### src/rtl/rnc_pkg.sv
// ----------------------------------------------------------------------------
// rnc_pkg
// Types, constants and helpers for the radix number converter.
// ----------------------------------------------------------------------------
package rnc_pkg;

	localparam int CHAR_W            = 8;
	localparam int RADIX_W           = 6;
	localparam int MAX_OUT_CHARS_DEF = 7;
	localparam int VALUE_WIDTH_DEF   = 32;

	localparam logic [CHAR_W-1:0]  CHAR_MINUS = 8'h2D;
	localparam logic [CHAR_W-1:0]  CHAR_ZERO  = 8'h30;
	localparam logic [CHAR_W-1:0]  CHAR_NINE  = 8'h39;
	localparam logic [CHAR_W-1:0]  CHAR_A     = 8'h41;
	localparam logic [CHAR_W-1:0]  CHAR_Z     = 8'h5A;
	localparam logic [CHAR_W-1:0]  CHAR_NUL   = 8'h00;
	localparam logic [RADIX_W-1:0] DIGIT_TEN  = 6'd10;
	localparam logic [RADIX_W-1:0] RADIX_MIN  = 6'd2;
	localparam logic [RADIX_W-1:0] RADIX_MAX  = 6'd36;

	// divider status towards the sequencer
	typedef struct packed {
		logic               done;
		logic [RADIX_W-1:0] rem;
	} rnc_div_sts_t;

	function automatic logic [CHAR_W-1:0] digit_glyph(input logic [RADIX_W-1:0] d);
		logic [CHAR_W-1:0] r;
		if (d < DIGIT_TEN) begin
			r = CHAR_ZERO + {2'b00, d};
		end else begin
			r = CHAR_A + {2'b00, d - DIGIT_TEN};
		end
		return r;
	endfunction

endpackage

### src/rtl/radix_number_converter_top.sv
// ----------------------------------------------------------------------------
// radix_number_converter_top
// Rebuilds a signed number from its characters and writes it in a new radix.
// ----------------------------------------------------------------------------
// Throughput: one character per cycle until the item marked last.
// After the last item the number is prepared, then each output digit goes
// through the shared bit-serial divider, then one result item per cycle
// while the output is not stalled.
// Reset (arst_n low, asynchronous) clears the number state and output valid.
module radix_number_converter_top import rnc_pkg::*; #(
	parameter int MAX_OUT_CHARS = MAX_OUT_CHARS_DEF,
	parameter int VALUE_WIDTH   = VALUE_WIDTH_DEF
) (
	input  logic        clk,
	input  logic        arst_n,
	input  logic        s_axis_tvalid,
	output logic        s_axis_tready,
	input  logic [23:0] s_axis_tdata,  // in_char[7:0], src_radix[13:8], dst_radix[19:14]
	input  logic        s_axis_tlast,
	output logic        m_axis_tvalid,
	input  logic        m_axis_tready,
	output logic [7:0]  m_axis_tdata,  // out_char[7:0]
	output logic        m_axis_tuser,  // too_long[0]
	output logic        m_axis_tlast
);

	localparam int CW = $clog2(MAX_OUT_CHARS + 1);
	localparam int IW = (MAX_OUT_CHARS > 1) ? $clog2(MAX_OUT_CHARS) : 1;
	localparam int W  = VALUE_WIDTH;

	typedef enum logic [4:0] {
		ST_IDLE  = 5'b00001,
		ST_PREP  = 5'b00010,
		ST_START = 5'b00100,
		ST_DIV   = 5'b01000,
		ST_EMIT  = 5'b10000
	} state_t;

	state_t             state_q;
	logic [W-1:0]       acc_q;
	logic               minus_q;
	logic               first_q;
	logic [RADIX_W-1:0] drad_q;
	logic [W-1:0]       mag_q;
	logic               neg_q;
	logic               sign_pend_q;
	logic               err_q;
	logic [CW-1:0]      cnt_q;
	logic [RADIX_W-1:0] buf_q [MAX_OUT_CHARS];

	logic               m_valid_q;
	logic [CHAR_W-1:0]  m_data_q;
	logic               m_user_q;
	logic               m_last_q;

	logic [CHAR_W-1:0]  in_char;
	logic [RADIX_W-1:0] src_radix;
	logic [RADIX_W-1:0] dst_radix;
	logic               accept;
	logic               is_minus;
	logic [W-1:0]       digit;
	logic [W-1:0]       acc_next;
	logic [W-1:0]       val;
	logic [W-1:0]       mag;
	logic [RADIX_W-1:0] drad_clamp;
	logic               out_free;
	logic [CW:0]        total;
	logic               div_start;
	logic [W-1:0]       div_quo;
	rnc_div_sts_t       div_sts;

	assign in_char   = s_axis_tdata[7:0];
	assign src_radix = s_axis_tdata[13:8];
	assign dst_radix = s_axis_tdata[19:14];

	assign s_axis_tready = (state_q == ST_IDLE);
	assign accept        = s_axis_tvalid && s_axis_tready;
	assign is_minus      = first_q && (in_char == CHAR_MINUS);

	// digit value wraps: characters below '0' give a negative digit
	assign digit    = (in_char >= CHAR_A) ? W'(in_char) - W'(CHAR_A) + W'(DIGIT_TEN)
	                                      : W'(in_char) - W'(CHAR_ZERO);
	assign acc_next = acc_q * {{(W-RADIX_W){1'b0}}, src_radix} + digit;

	assign drad_clamp = (dst_radix < RADIX_MIN) ? RADIX_MIN :
	                    (dst_radix > RADIX_MAX) ? RADIX_MAX : dst_radix;

	assign val = minus_q ? (W'(0) - acc_q) : acc_q;
	assign mag = val[W-1] ? (W'(0) - val) : val;

	assign total     = {1'b0, cnt_q} + (CW+1)'(1) + {{CW{1'b0}}, neg_q};
	assign div_start = (state_q == ST_START);
	assign out_free  = !m_valid_q || m_axis_tready;

	rnc_divider #(
		.VALUE_WIDTH (VALUE_WIDTH)
	) u_div (
		.clk      (clk),
		.arst_n   (arst_n),
		.start    (div_start),
		.dividend (mag_q),
		.divisor  (drad_q),
		.quotient (div_quo),
		.sts      (div_sts)
	);

	always_ff @(posedge clk or negedge arst_n) begin
		if (!arst_n) begin
			state_q     <= ST_IDLE;
			acc_q       <= '0;
			minus_q     <= 1'b0;
			first_q     <= 1'b1;
			cnt_q       <= '0;
			neg_q       <= 1'b0;
			sign_pend_q <= 1'b0;
			err_q       <= 1'b0;
			m_valid_q   <= 1'b0;
		end else begin
			if (out_free) begin
				m_valid_q <= (state_q == ST_EMIT);
			end
			unique case (state_q)
				ST_IDLE: begin
					if (accept) begin
						if (is_minus) begin
							minus_q <= 1'b1;
						end else begin
							acc_q <= acc_next;
						end
						first_q <= 1'b0;
						if (s_axis_tlast) begin
							state_q <= ST_PREP;
						end
					end
				end
				ST_PREP: begin
					neg_q       <= val[W-1];
					sign_pend_q <= val[W-1];
					err_q       <= 1'b0;
					cnt_q       <= '0;
					acc_q       <= '0;
					minus_q     <= 1'b0;
					first_q     <= 1'b1;
					state_q     <= ST_START;
				end
				ST_START: begin
					state_q <= ST_DIV;
				end
				ST_DIV: begin
					if (div_sts.done) begin
						cnt_q <= cnt_q + 1'b1;
						// further digits only make the text longer
						if (total > (CW+1)'(MAX_OUT_CHARS)) begin
							err_q   <= 1'b1;
							state_q <= ST_EMIT;
						end else if (div_quo == '0) begin
							state_q <= ST_EMIT;
						end else begin
							state_q <= ST_START;
						end
					end
				end
				ST_EMIT: begin
					if (out_free) begin
						if (err_q) begin
							state_q <= ST_IDLE;
						end else if (sign_pend_q) begin
							sign_pend_q <= 1'b0;
						end else begin
							cnt_q <= cnt_q - 1'b1;
							if (cnt_q == CW'(1)) begin
								state_q <= ST_IDLE;
							end
						end
					end
				end
				default: begin
					state_q <= ST_IDLE;
				end
			endcase
		end
	end

	// payload: buffer, divisor, dividend and output data
	always_ff @(posedge clk) begin
		if (accept && s_axis_tlast) begin
			drad_q <= drad_clamp;
		end
		if (state_q == ST_PREP) begin
			mag_q <= mag;
		end
		if ((state_q == ST_DIV) && div_sts.done) begin
			mag_q <= div_quo;
			if (cnt_q < CW'(MAX_OUT_CHARS)) begin
				buf_q[cnt_q[IW-1:0]] <= div_sts.rem;
			end
		end
		if ((state_q == ST_EMIT) && out_free) begin
			if (err_q) begin
				m_data_q <= CHAR_NUL;
				m_user_q <= 1'b1;
				m_last_q <= 1'b1;
			end else if (sign_pend_q) begin
				m_data_q <= CHAR_MINUS;
				m_user_q <= 1'b0;
				m_last_q <= 1'b0;
			end else begin
				m_data_q <= digit_glyph(buf_q[IW'(cnt_q - 1'b1)]);
				m_user_q <= 1'b0;
				m_last_q <= (cnt_q == CW'(1));
			end
		end
	end

	assign m_axis_tvalid = m_valid_q;
	assign m_axis_tdata  = m_data_q;
	assign m_axis_tuser  = m_user_q;
	assign m_axis_tlast  = m_last_q;

endmodule

### src/rtl/rnc_divider.sv
// ----------------------------------------------------------------------------
// rnc_divider
// Restoring divider: one quotient bit per cycle, radix-sized divisor.
// ----------------------------------------------------------------------------
module rnc_divider import rnc_pkg::*; #(
	parameter int VALUE_WIDTH = VALUE_WIDTH_DEF
) (
	input  logic                   clk,
	input  logic                   arst_n,
	input  logic                   start,
	input  logic [VALUE_WIDTH-1:0] dividend,
	input  logic [RADIX_W-1:0]     divisor,
	output logic [VALUE_WIDTH-1:0] quotient,
	output rnc_div_sts_t           sts
);

	localparam int CNT_W = $clog2(VALUE_WIDTH + 1);

	logic [CNT_W-1:0]       cnt_q;
	logic                   busy_q;
	logic                   done_q;
	logic [RADIX_W-1:0]     rem_q;
	logic [VALUE_WIDTH-1:0] quo_q;
	logic [RADIX_W:0]       trial;
	logic [RADIX_W:0]       diff;
	logic                   ge;

	assign trial = {rem_q, quo_q[VALUE_WIDTH-1]};
	assign ge    = trial >= {1'b0, divisor};
	assign diff  = trial - {1'b0, divisor};

	always_ff @(posedge clk or negedge arst_n) begin
		if (!arst_n) begin
			cnt_q  <= '0;
			busy_q <= 1'b0;
			done_q <= 1'b0;
		end else if (start) begin
			cnt_q  <= CNT_W'(VALUE_WIDTH);
			busy_q <= 1'b1;
			done_q <= 1'b0;
		end else if (busy_q) begin
			cnt_q <= cnt_q - 1'b1;
			if (cnt_q == CNT_W'(1)) begin
				busy_q <= 1'b0;
				done_q <= 1'b1;
			end
		end else begin
			done_q <= 1'b0;
		end
	end

	always_ff @(posedge clk) begin
		if (start) begin
			rem_q <= '0;
			quo_q <= dividend;
		end else if (busy_q) begin
			// remainder stays below the divisor, so six bits hold it
			rem_q <= ge ? diff[RADIX_W-1:0] : trial[RADIX_W-1:0];
			quo_q <= {quo_q[VALUE_WIDTH-2:0], ge};
		end
	end

	assign quotient = quo_q;
	assign sts.done = done_q;
	assign sts.rem  = rem_q;

endmodule

### config.mk
export PLATFORM = sky130hd
export DESIGN_NAME = radix_number_converter_top
export DESIGN_NICKNAME = d
export VERILOG_FILES = /design/src/rtl/rnc_pkg.sv /design/src/rtl/radix_number_converter_top.sv /design/src/rtl/rnc_divider.sv
export SDC_FILE = /design/constraint.sdc
export NUM_CORES = 1
export LEC_CHECK = 0
export BUFFER_PORTS_ARGS = -buffer_cell sky130_fd_sc_hd__buf_2
export CAP_MARGIN = 10
export CORE_ASPECT_RATIO = 1.4
export CORE_MARGIN = 2
export CORE_UTILIZATION = 42
export CTS_BUF_LIST = sky130_fd_sc_hd__clkbuf_16
export CTS_CLUSTER_DIAMETER = 60
export CTS_CLUSTER_SIZE = 12
export DETAILED_ROUTE_END_ITERATION = 16
export PLACE_DENSITY = 0.57
export SLEW_MARGIN = 15
export SYNTH_ARGS = -nofsm -noshare
export SYNTH_HDL_FRONTEND = slang
export SYNTH_SLANG_ARGS = --single-unit
### constraint.sdc
create_clock -name clk -period 5.18 [get_ports clk]
set_clock_uncertainty 0.2 [all_clocks]
set_input_delay 0.518 -clock clk [delete_from_list [all_inputs] [get_ports clk]]
set_output_delay 0.518 -clock clk [all_outputs]
set_load 0.01 [all_outputs]
Yosys cells after proc, flatten, opt, wreduce, memory -nomap -nowiden
Memories as Yosys holds them, arrays and structs flattened.
Cells that the tools add are included.
{"block": "word_totals", "reg_bits": 140, "latch_bits": 0, "ramBits": 42, "romBits": 0, "out_inout_bits": 12, "word_cells": 141, "mem_count": 1}
{"memory": "buf_q", "depth": 7, "width": 6, "rd": 1, "rd_ports_with_merged_regs": 0, "write_ports": 1, "line": "radix_number_converter_top.sv:49", "source": "logic [RADIX_W-1:0] buf_q [MAX_OUT_CHARS];"}
{"block": "classes", "addsub": 15, "mul": 1, "n_div": 0, "magnitude_cmp": 7, "eq_ne": 20, "shifts": 0, "n_mux": 53, "bitwise_logic": 0, "reduce_logical": 23}
{"cell": "2-to-1 mux 32 bit", "n": 9}
{"cell": "one-hot mux 32 bit (2 select lines)", "n": 1}
{"cell": "subtractor 1 x 32 -> 32 bit, first input constant", "n": 2}
{"cell": "2-to-1 mux 5 bit", "n": 9}
{"cell": "adder 32 bit", "n": 1}
{"cell": "zero test 32 bit", "n": 1}
{"cell": "multiplier 32 x 6 -> 32 bit", "n": 1}
{"cell": "2-to-1 mux 6 bit", "n": 5}
{"cell": "one-hot mux 5 bit (5 select lines)", "n": 1}
{"cell": "2-to-1 mux 1 bit", "n": 18}
{"cell": "2-to-1 mux 3 bit", "n": 4}
{"cell": "AND reduction 3 bit", "n": 4}
{"cell": "adder 9 x 5 -> 10 bit, second input constant", "n": 1}
{"cell": "!= test 2 bit, second input constant", "n": 5}
{"cell": "nonzero test 2 bit", "n": 5}
{"cell": "one-hot mux 3 bit (3 select lines)", "n": 1}
{"cell": "subtractor 8 x 6 -> 9 bit, second input constant", "n": 1}
{"cell": "subtractor 8 x 7 -> 9 bit, second input constant", "n": 1}
{"cell": "adder 7 x 6 -> 8 bit, first input constant", "n": 1}
{"cell": "== test 8 x 6 -> 1 bit, second input constant", "n": 1}
{"cell": "greater-or-equal comparator 8 x 7 -> 1 bit, second input constant", "n": 1}
{"cell": "2-to-1 mux 8 bit", "n": 1}
{"cell": "!= test 2 x 1 -> 1 bit, second input constant", "n": 4}
{"cell": "one-hot mux 1 bit (2 select lines)", "n": 4}
{"cell": "31 further kinds", "n": 37}

Depth between registers and ports, before layout
{"block": "depth", "word_depth": 7, "ltp_mapped": 24, "depth_no_buf": 24}

Cells and area by module
From an unflattened synthesis, not the netlist that was laid out.
{"block": "hier_totals", "hier_cells": 1659, "hier_area_um2": 16419.5}
{"mod": "radix_number_converter_top", "n_inst": 1, "cells_per_inst": 1480, "area_each_um2": 14112.3, "seq_area_each_um2": 3856.2}
{"mod": "rnc_divider", "n_inst": 1, "cells_per_inst": 179, "area_each_um2": 2307.2, "seq_area_each_um2": 1281.2}

Least setup slack after synthesis
Ideal clock, no wire load.
{"block": "synth_path", "kind": "input-to-reg", "from": "in s_axis_tdata[2]", "to": "reg acc_q[31]", "setup_time_ns": 0.121, "arrival_time_ns": 6.795, "t_required_ns": 4.859, "path_slack_ns": -1.936, "stages": 21, "path_buffers": 2, "cell_sequence": "clkbuf_1 or3_1 clkbuf_1 or4_1 a21o_1 a21oi_1 nor3_1 o21a_1 nor2_1 fa_1 inv_1 ha_1 o211ai_1 nor2_1 o21ai_0 or4_1 nor3b_1 nor2_1 o221ai_1 xnor3_1 a22o_1"}
{"block": "synth_via", "elab_chain_len": 7, "elab_cells_between_ends": 13, "cone_classes": "4 x add/sub; 1 x order compare; 2 x eq/ne; 4 x mux; 2 x reduce/logical"}
{"element": "from (decl)", "line": "radix_number_converter_top.sv:18", "source": "input logic [23:0] s_axis_tdata,"}
{"element": "subtractor 8 x 7 -> 9 bit", "line": "radix_number_converter_top.sv:81", "source": "assign digit = (in_char >= CHAR_A) ? W'(in_char) - W'(CHAR_A) + W'(DIGIT_TEN)"}
{"element": "adder 9 x 5 -> 10 bit", "line": "radix_number_converter_top.sv:81"}
{"element": "2-to-1 mux 32 bit", "line": "radix_number_converter_top.sv:81"}
{"element": "adder 32 bit", "line": "radix_number_converter_top.sv:83", "source": "assign acc_next = acc_q * {{(W-RADIX_W){1'b0}}, src_radix} + digit;"}
{"element": "2-to-1 mux 32 bit", "line": "radix_number_converter_top.sv:125", "source": "if (is_minus) begin"}
{"element": "2-to-1 mux 32 bit", "line": "radix_number_converter_top.sv:124", "source": "if (accept) begin"}
{"element": "one-hot mux 32 bit (2 select lines)", "line": "radix_number_converter_top.sv:122", "source": "unique case (state_q)"}
{"element": "to (signal assigned)", "line": "radix_number_converter_top.sv:128", "source": "acc_q <= acc_next;"}
{"element": "to (decl)", "line": "radix_number_converter_top.sv:40", "source": "logic [W-1:0] acc_q;"}
Parallel ways exist; a longest one is shown, timed or not. The select of a mux whose other input is x is not followed.
A chain may end at the register's enable or synchronous reset.

Final worst setup path
{"block": "layout_path", "from": "reg acc_q[5]", "to": "reg acc_q[29]"}
{"block": "layout_via", "elab_chain_len": 5}
{"element": "multiplier 32 x 6 -> 32 bit", "line": "radix_number_converter_top.sv:83"}
{"element": "adder 32 bit", "line": "radix_number_converter_top.sv:83"}
{"element": "2-to-1 mux 32 bit", "line": "radix_number_converter_top.sv:125"}
{"element": "2-to-1 mux 32 bit", "line": "radix_number_converter_top.sv:124"}
{"element": "one-hot mux 32 bit (2 select lines)", "line": "radix_number_converter_top.sv:122"}
Every way passes these cells. The select of a mux whose other input is x is not followed.

==> results.py <==
metrics = {
    "layout": {
        "area_delta_synth_final_pct": 19.2,
        "post-route-util": 0.509,
        "nets": 2149,
        "diodes": 0,
        "drive_gt1_frac": 0.205,
        "layoutNonFillerInstCount": 2455,
    },
    "logic_synthesis": {
        "synth.area.top_cells": "edfxtp_1 (22%), fa_1 (17%), dfrtp_1 (7.9%)",
        "synth_fp_nets": 1984,
        "synth_cell_types": 84,
        "yosysMostFrequentCell": "nand2_1",
        "syn_area_um2": 16400,
        "synth_edf_count": 122,
        "syn_inst": 1755,
        "yosys_warnings": 0,
        "yosys.area.top_type": "edfxtp_1",
        "async_flop_share": 0.297,
        "synth_common_cells": "nand2_1 (243), inv_1 (171), and2_1 (152)",
        "synth_seq_cells": 182,
        "synth_flop_cell": "edfxtp_1",
        "synth-seq-area-share": 0.313,
        "synth_top_area_frac": 0.223,
        "syn-mean-instance-area_um2": 9.36,
    },
    "critical_path": {
        "critPathKind": "reg -> reg",
        "cp_max_fo": 3,
        "r2r_cells": 21,
        "setup.worst_path.start_class": "register",
        "cp_cell_sequence": "buf_6 -> and2_4 -> fa_1 -> inv_2 -> fa_1 -> inv_1 -> fa_1 -> inv_2 -> fa_1 -> inv_2 -> ha_4 -> a21oi_2 -> nor2b_2 -> nor4_4 -> or4_4 -> nor3b_4 -> nor2_2 -> buf_4 -> o21ai_2 -> xnor2_1 -> a22o_1",
        "end_kind": "register",
        "critPathArrivalTime_ns": 5.34,
        "critPathMostFrequentCell": "fa_1",
        "max_stage_delay_ns": 0.57,
        "rr_startpoint": "acc_q[5]",
        "r2r_setup_slack_ns": -0.02,
        "regToRegEndpoint": "acc_q[29]",
        "worstPathRequired_ns": 5.32,
        "cpMaxStageDelayCell": "or4_4",
    },
    "global_route": {
        "grt_max_degree": 56,
        "grt_pass1_wl_um": 67700,
        "grt_usage": 0.211,
        "grt_pass1_vias": 13464,
        "overflow": 0,
        "antenna_found_initial": 0,
    },
    "route": {
        "wl_per_cell_um": 16.7,
        "antenna_left": 0,
        "route.detailed.drc": 0,
        "drtIter0Drc": 706,
        "via_per_inst": 5.19,
        "routed_wl_um": 41000,
        "drt_pass1_iterations": 5,
        "vias": 12742,
    },
    "floorplanning": {
        "boundaryPins": 41,
        "rows": 85,
        "fp.coreArea_um2": 38500,
        "die_w_um": 171,
        "fp.dieH_um": 238,
        "start_util": 0.427,
        "die_area_um2": 40700,
    },
    "place": {
        "dp_hpwl_um": 32000,
        "routabilityCongestion": 0.849,
        "io_buffers": 36,
        "placedCellCount": 2412,
    },
    "clock_tree": {
        "cts_hold_buf": 0,
        "htree_levels": 4,
        "clk_pin_slew_ns": 0.07,
        "clk_latency_ns": 0.45,
        "cts-root-buf": "clkbuf_16",
        "cts_tree": "built",
        "cts_max_path_buffers": 2,
        "cts_buffers": 17,
        "clock-sinks": 182,
    },
    "timing": {
        "fmax_ghz": 0.192,
        "hold_viol": 0,
        "fin_tns_setup_ns": -0.0221,
        "worst_slew_pin_slew_ns": 0.958,
        "rsz0062_at_grt": "true",
        "final.setup.worst_slack_ns": -0.0157,
        "timing.final.crit_share": 1.00,
        "final.min_clock_period_ns": 5.20,
        "maxSlewHeadroom": 0.360,
        "setup_violations": 2,
        "finalMaxSlewViolations": 0,
    },
    "status": {
        "outcome": "finished, violations left",
        "failed_checks": "setup timing",
    },
    "min_path": {
        "hold_path.class": "in -> async",
    },
    "flow_run": {
        "maxCapViolCount": 0,
    },
}
## per-stage QoR
stage / setup slack [ns] / area [um2] / hold WS [ns]
finish: -0.0157 / 19600 / 0.0363
global route: -0.169 / 19600 / 0.0992
CTS: -0.00118 / 19300 / 0.0564
detailed placement: -0.700 / 18500 / 0.256
global placement: -0.740 / 18500 / 0.247
floorplan: -0.221 / 16600 / 0.0224
## cell families after synthesis
kind of cell | share of synthesized area
flops | 0.313
mux | 0.0216
simple gates | 0.197
compound gates | 0.123
buf+inv | 0.0631
fa+ha+maj | 0.216
xor+xnor | 0.0663
## metal layers
| metal | global-route usage | routed length [um] | share of wire | vias up |
|---|---|---|---|---|
| li1 | - | - | - | 6236 |
| met1 | 0.238 | 16400 | 0.40 | 6279 |
| met2 | 0.400 | 22500 | 0.55 | 175 |
| met3 | 0.0264 | 989 | 0.024 | 52 |
| met4 | 0.0765 | 1110 | 0.027 | 0 |
| met5 | 0 | 0 | 0 | - |
## critical path: cells and delay by family (launching register included)
family	cells	cell delay [ns]
AO/OA/AOI/OAI	3	0.28
XOR/XNOR	1	0.13
adder cells (fa/ha/maj)	5	2.30
buffers and inverters	6	0.46
flip-flops	1	0.44
AND/OR/NAND/NOR	6	1.28
## layout by cell type (no fill, tap or decap), types with 11 or more instances in the layout
| master | count |
|---|---|
| a21oi_2 | 11 |
| fa_1 | 136 |
| buf_4 | 199 |
| a22o_1 | 21 |
| buf_2 | 36 |
| inv_1 | 162 |
| a211oi_1 | 11 |
| nand2_1 | 243 |
| o21ai_0 | 48 |
| dfrtp_2 | 15 |
| ha_1 | 47 |
| a21o_1 | 20 |
| a21oi_1 | 61 |
| mux2i_1 | 23 |
| o21ai_1 | 34 |
| clkbuf_16 | 17 |
| nand2b_1 | 12 |
| or3_1 | 15 |
| and2_1 | 147 |
| o31ai_1 | 16 |
| nand3_1 | 19 |
| xnor2_1 | 58 |
| edfxtp_1 | 122 |
| ha_4 | 14 |
| nor2_1 | 70 |
| nor3_1 | 31 |
| nor4_1 | 15 |
| xor2_1 | 59 |
| dfrtp_1 | 37 |
## repair_timing
item	in CTS	in global routing
gates resized for setup	39	46
pin swaps	40	65
endpoints found under the setup margin	15	15
setup buffers	11	5
endpoints found under the hold margin	0	0
## final cells by class
| type | count | area (um2) |
|---|---|---|
| Timing Repair Buffer | 247 | 1830 |
| Clock inverter | 15 | 176 |
| Inverter | 171 | 642 |
| Multi-Input combinational cell | 1301 | 10700 |
| Fill cell | 3635 | 18900 |
| Sequential cell | 182 | 5160 |
| Tap cell | 522 | 653 |
| Clock buffer | 17 | 425 |
## sequential cells by signal, summed over array words and instances, names as in the netlist, 3 cells and up
register and flops:
u_div.cnt_q 6, u_div.quotient 32, mag_q 32, m_axis_tdata 8, cnt_q 3, u_div.rem_q 6
buf_q 42, drad_q 6, state_q 5, acc_q 32
## worst max path at each step
| stage | start | to | slack [ns] | depth (start not counted) |
|---|---|---|---|---|
| 5_1_grt | acc_q[5] | acc_q[29] | -0.17 | 21 |
| 3_3_place_gp | s_axis_tdata[9] | acc_q[30] | -0.74 | 20 |
| 3_5_place_dp | s_axis_tdata[9] | acc_q[30] | -0.70 | 20 |
| 6_report | acc_q[5] | acc_q[29] | -0.02 | 21 |
| 4_1_cts | acc_q[10] | acc_q[30] | -0.001 | 18 |
| 2_1_floorplan | s_axis_tdata[2] | acc_q[30] | -0.22 | 21 |
Power is left out: the tool's default activity adds up to more than one toggle a clock period on the data nets, which glitch-free logic cannot reach.
